==> src/sv/itp_pkg.sv <==
package itp_pkg;

	// field widths fixed by the trace record format
	localparam int ADDR_W  = 64;
	localparam int INDEX_W = 7;
	localparam int DIST_W  = 7;
	localparam int READ_W  = 48;
	localparam int FLAG_W  = 2;
	localparam int MEM_W   = 2;

	// branch distance histogram: one bin per bit length 2..65
	localparam int HIST_BINS = 64;
	localparam int HIST_AW   = 6;
	localparam int N_CLASSES = 5;

	// top bit positions where the extra-instruction counter steps up
	// (bit length 9 adds one, bit length 17 and over adds two)
	localparam logic [HIST_AW-1:0] EXTRA_ONE_TOP = HIST_AW'(7);
	localparam logic [HIST_AW-1:0] EXTRA_TWO_TOP = HIST_AW'(15);
	localparam logic [DIST_W-1:0]  DIST_BASE     = DIST_W'(2);
	localparam logic [DIST_W-1:0]  DIST_MAX      = DIST_W'(65);

	localparam logic ACT_RECORD = 1'b0;
	localparam logic ACT_READ   = 1'b1;

	localparam logic [FLAG_W-1:0] FLAG_UNUSED = 2'd0;
	localparam logic [FLAG_W-1:0] FLAG_READ   = 2'd1;
	localparam logic [FLAG_W-1:0] FLAG_WRITE  = 2'd2;

	localparam logic [MEM_W-1:0] MEM_LOAD  = 2'd1;
	localparam logic [MEM_W-1:0] MEM_STORE = 2'd2;

	typedef enum logic [2:0] {
		CLS_LOAD   = 3'd0,
		CLS_STORE  = 3'd1,
		CLS_UNCOND = 3'd2,
		CLS_COND   = 3'd3,
		CLS_OTHER  = 3'd4
	} cls_t;

	// which counter group a read item selects
	typedef enum logic [2:0] {
		RSEL_MICRO,
		RSEL_MACRO,
		RSEL_BIN,
		RSEL_CLASS,
		RSEL_FUSION,
		RSEL_WIDTH,
		RSEL_EXTRA,
		RSEL_NONE
	} rsel_t;

	typedef struct packed {
		logic               en;
		logic [HIST_AW-1:0] addr;
	} hist_port_t;

endpackage

==> src/sv/itp_dist.sv <==
// Leading-one detect over the branch distance magnitude.
module itp_dist (
	input  logic [itp_pkg::ADDR_W-1:0]  mag,
	output logic [itp_pkg::HIST_AW-1:0] top
);

	always_comb begin
		top = '0;
		for (int i = 1; i < itp_pkg::ADDR_W; i++) begin
			if (mag[i]) begin
				top = itp_pkg::HIST_AW'(i);
			end
		end
	end

endmodule

==> config.mk <==
export PLATFORM = sky130hd
export DESIGN_NAME = itp_dist
export DESIGN_NICKNAME = d
export VERILOG_FILES = /design/src/sv/itp_pkg.sv /design/src/sv/itp_dist.sv
export SDC_FILE = /design/constraint.sdc
export NUM_CORES = 1
export LEC_CHECK = 0
export ABC_AREA = 1
export CORE_UTILIZATION = 65
export DETAILED_ROUTE_END_ITERATION = 12
export DONT_BUFFER_PORTS = 1
export PLACE_DENSITY = 0.8
export SYNTH_ARGS = -nofsm -noshare
export SYNTH_HDL_FRONTEND = slang
export SYNTH_SLANG_ARGS = --single-unit
==> constraint.sdc <==
create_clock -name vclk -period 4.9
set_input_delay 0.735 -clock vclk [all_inputs]
set_output_delay 0.735 -clock vclk [all_outputs]
set_load 0.02 [all_outputs]
## Yosys cells after proc, flatten, opt, wreduce, memory -nomap -nowiden

Cells that the tools add are included.

- Register bits: 0
- Input port bits: 64
- Output and inout port bits: 6
- Logic and storage cells: 63

- Muxes and demuxes: 63

Operators by type and width:

| kind | number |
|---|---|
| $mux 6 | 62 |
| $mux 1 | 1 |

## Depth between registers and ports, before layout

- Depth in word-level cells: 63
- Depth in mapped cells: 63

## Worst setup path after synthesis

OpenSTA, ideal clock, no wires.

- Path kind: input -> output
- From: in mag[2] (netlist name)
- To: out top[0] (netlist name)
- Arrival time: 3.453 ns
- Data required time: 4.165 ns
- Setup slack: 0.712 ns
- Stages on the path: 63
- Cells stage by stage: inv_1 -> nand2_1 -> nand2_1 -> nand2_1 -> nand2_1 -> nand2_1 -> nand2_1 -> nand2_1 -> nand2_1 -> nand2_1 -> nand2_1 -> nand2_1 -> nand2_1 -> nand2_1 -> nand2_1 -> nand2_1 -> nand2_1 -> nand2_1 -> [... 27 more ...] -> nand2_1 -> nand2_1 -> nand2_1 -> nand2_1 -> nand2_1 -> nand2_1 -> nand2_1 -> nand2_1 -> nand2_1 -> nand2_1 -> nand2_1 -> nand2_1 -> nand2_1 -> nand2_1 -> nand2_1 -> nand2_1 -> nand2_1 -> nand2_1

- Word-level cells in the longest chain between the ends: 62

RTL lines:

| what | RTL line | source |
|---|---|---|
| start: declaration | itp_dist.sv:3 | `input logic [itp_pkg::ADDR_W-1:0] mag,` |
| $mux 6 (62 in a row) | itp_dist.sv:10 | `if (mag[i]) begin` |
| end: declaration | itp_dist.sv:4 | `output logic [itp_pkg::HIST_AW-1:0] top` |

Every way passes these cells.

## Final worst setup path

Same ends and word-level chain as after synthesis.

==> impl_summary.md <==
Worst setup path
The data required time at the worst endpoint is 4160 ps. Together, buffers and inverters on the worst path number 1. The cell that appears most often on the critical path is sky130_fd_sc_hd__nand2_1. In this design, the stage delay of the slowest critical-path cell is between 100 and 150 ps.

The worst setup path is captured at an output port. Among all stages on the critical path, the largest delay is contributed by sky130_fd_sc_hd__nand2_2. The dominant delay contributor by cell family on the critical path is simple AND/OR/NAND/NOR gates.

The setup path with the least slack is of type input port to output port. The kind of start point of the critical path is an input port. The worst endpoint data arrival time is 3730 ps. The peak fanout along the critical path is 2.

Die
The initialized floorplan defines 13 standard-cell rows. The die width is 40.7 um. The vertical die dimension is 40.7 um. The floorplan step defined a core boundary enclosing about 0.0014 mm^2. The floorplan step defined a die boundary enclosing 0.00165 mm^2. The effective utilization at floorplan is 0.720. The boundary pin count is 70.

Yosys
The share of the yosys chip area belonging to registers is 0. Dividing the synthesized area by the synthesized cell count gives 4.48 um^2. The number of warnings printed during yosys synthesis is 0. When the netlist entered floorplanning its net count stood at 281. The post-synthesis cell count is 217.

The unique cell type count in the Yosys netlist is 12. The cell area after synthesis is 972 um^2.

Finish
For this run, the number of standard cells in the final layout without fillers is 232. The count of antenna diodes in the layout is 0. The area growth from synthesis to final layout is 2.19%. Sequential cells placed in the final layout were counted as 0. The area of all sequential standard cells is 0 um^2. In the finished layout, the clock tree contains a buffer count of 0. The fraction of layout instances using a drive strength above 1 is 0.0553. The final layout contains 283 nets. The utilization after layout is 0.736.

GRT
The wire length of the first global-routing pass is 2.44 mm. The number of antenna violations at the first check in global routing is 0. The number of global-route vias before repair came to 741. The maximum number of pins on one net before global-route repair is 4. The leftover overflow at the end of global routing is 0.

The overall routing resource usage is 0.205.

Detailed routing
For this block, the initial DRC count from the detailed router was 16. Before antenna repair, the detailed router went through 4 iterations. The DRC violations left is 0. The total number of vias is 1108.

The via density per instance is 4.78. The routed wirelength normalized by instance count is just under 8 um. Once detail routing completed, the nets flagged for antenna violations numbered 0. Summed over all layers, the routed wires come to 1.83 mm.

Timing
At the pin with the least slew margin, the transition time is 460 ps. Setup repair after global routing could not meet its margin everywhere. The worst pin sits at a relative slew slack of 0.691. The final setup violation count is 0.

The fmax is 0.224 GHz. The final count of pins violating max slew is 0. The routed design could run at a clock period as short as ~4500 ps.

The final hold violation count is 0. Of the available clock period, the critical path in the final layout requires 0.911. The smallest hold slack is 1610 ps.

Clock network
The total of hold buffers inserted after clock tree synthesis is 0. The number of setup buffers added after CTS is 0. The number of instances resized during post-cts repair is 0.

Place
At the end of routability-driven placement, the weighted congestion stood at about 0.76. The number of placed instances with taps included is between 200 and 250. The wire-length estimate of the detail-placed layout is between 1.5 and 2 mm.

Port buffering added 0 buffers.

Power
For this design the ratio of total power to cell area is just under 60 mW/mm^2. Summed over all cells, the static leakage comes to 0.714 nW. IR analysis of the VDD net gives a maximum drop of 0.0374 mV.

Job
The tool flagged a number of max-cap violations equal to 0.

Hold path
The min-delay analysis places its worst path in the category input port to output port.

Outcome
The run finished with clean final reports.
## Yosys cell counts
library cell               count  area, um^2
sky130_fd_sc_hd__o311ai_0      2        17.5
sky130_fd_sc_hd__nor3_1        1        5.00
sky130_fd_sc_hd__nand3_1      12        60.1
sky130_fd_sc_hd__inv_2         3        11.3
sky130_fd_sc_hd__inv_1        55         206
sky130_fd_sc_hd__o21ai_0       3        15.0
sky130_fd_sc_hd__nand2_1     100         375
sky130_fd_sc_hd__bufinv_8      8         140
sky130_fd_sc_hd__nor2_1       25        93.8
sky130_fd_sc_hd__and3_1        1        6.26
sky130_fd_sc_hd__a21oi_1       2        10.0
sky130_fd_sc_hd__nor4_1        5        31.3
## placed cells by master, fill, tap and decap left out
cell	count
sky130_fd_sc_hd__nand2_1	99
sky130_fd_sc_hd__inv_2	3
sky130_fd_sc_hd__nor2_1	25
sky130_fd_sc_hd__nor3_1	1
sky130_fd_sc_hd__nand2_2	1
sky130_fd_sc_hd__inv_1	55
sky130_fd_sc_hd__nor4_1	5
sky130_fd_sc_hd__nand3_1	12
sky130_fd_sc_hd__and3_1	1
sky130_fd_sc_hd__o21ai_0	3
sky130_fd_sc_hd__a21oi_1	2
sky130_fd_sc_hd__bufinv_8	8
sky130_fd_sc_hd__o311ai_0	2
## final timing paths
path / endpoint / depth (start not counted) / start / slack [ps]
max: top[0] / 63 / mag[2] / 440
min: top[0] / 2 / mag[63] / 1610
## report_power, final
| group | internal, mW | switching, mW | total [mW] |
|---|---|---|---|
| registers | 0 | 0 | 0 |
| logic | 0.0293 | 0.0279 | 0.0573 |
| clock network | 0 | 0 | 0 |
## area by class of cell
cell class	instances	area (um^2)
inverters	66	358
multi-input cells	151	617
well taps	15	18.8
fillers	116	357
## metal layers
layer  vias to the layer above  part of all wire  global-route usage
met1                       426              0.41               0.247
met4                         0                 0              0.0167
met2                        60              0.48               0.397
met5                         -                 0                   0
met3                         0              0.10              0.0217
li1                        622                 -                   -
## metrics by stage
stage / total power, mW / setup TNS (ps) / area (um^2) / setup slack [ps]
2_1_floorplan: 0.0514 / 0 / 972 / 712
3_3_place_gp: 0.0552 / 0 / 991 / 504
3_5_place_dp: 0.0571 / 0 / 991 / 375
4_1_cts: 0.0573 / 0 / 991 / 368
5_1_grt: 0.0683 / -530 / 993 / -530
6_report: 0.0573 / 0 / 993 / 438
## cells by family after synthesis
| family | after synthesis | synth area share |
|---|---|---|
| compound gates | 7 | 0.0438 |
| simple gates | 144 | 0.588 |
| buf+inv | 66 | 0.368 |
(Power assumes the default switching activity.)
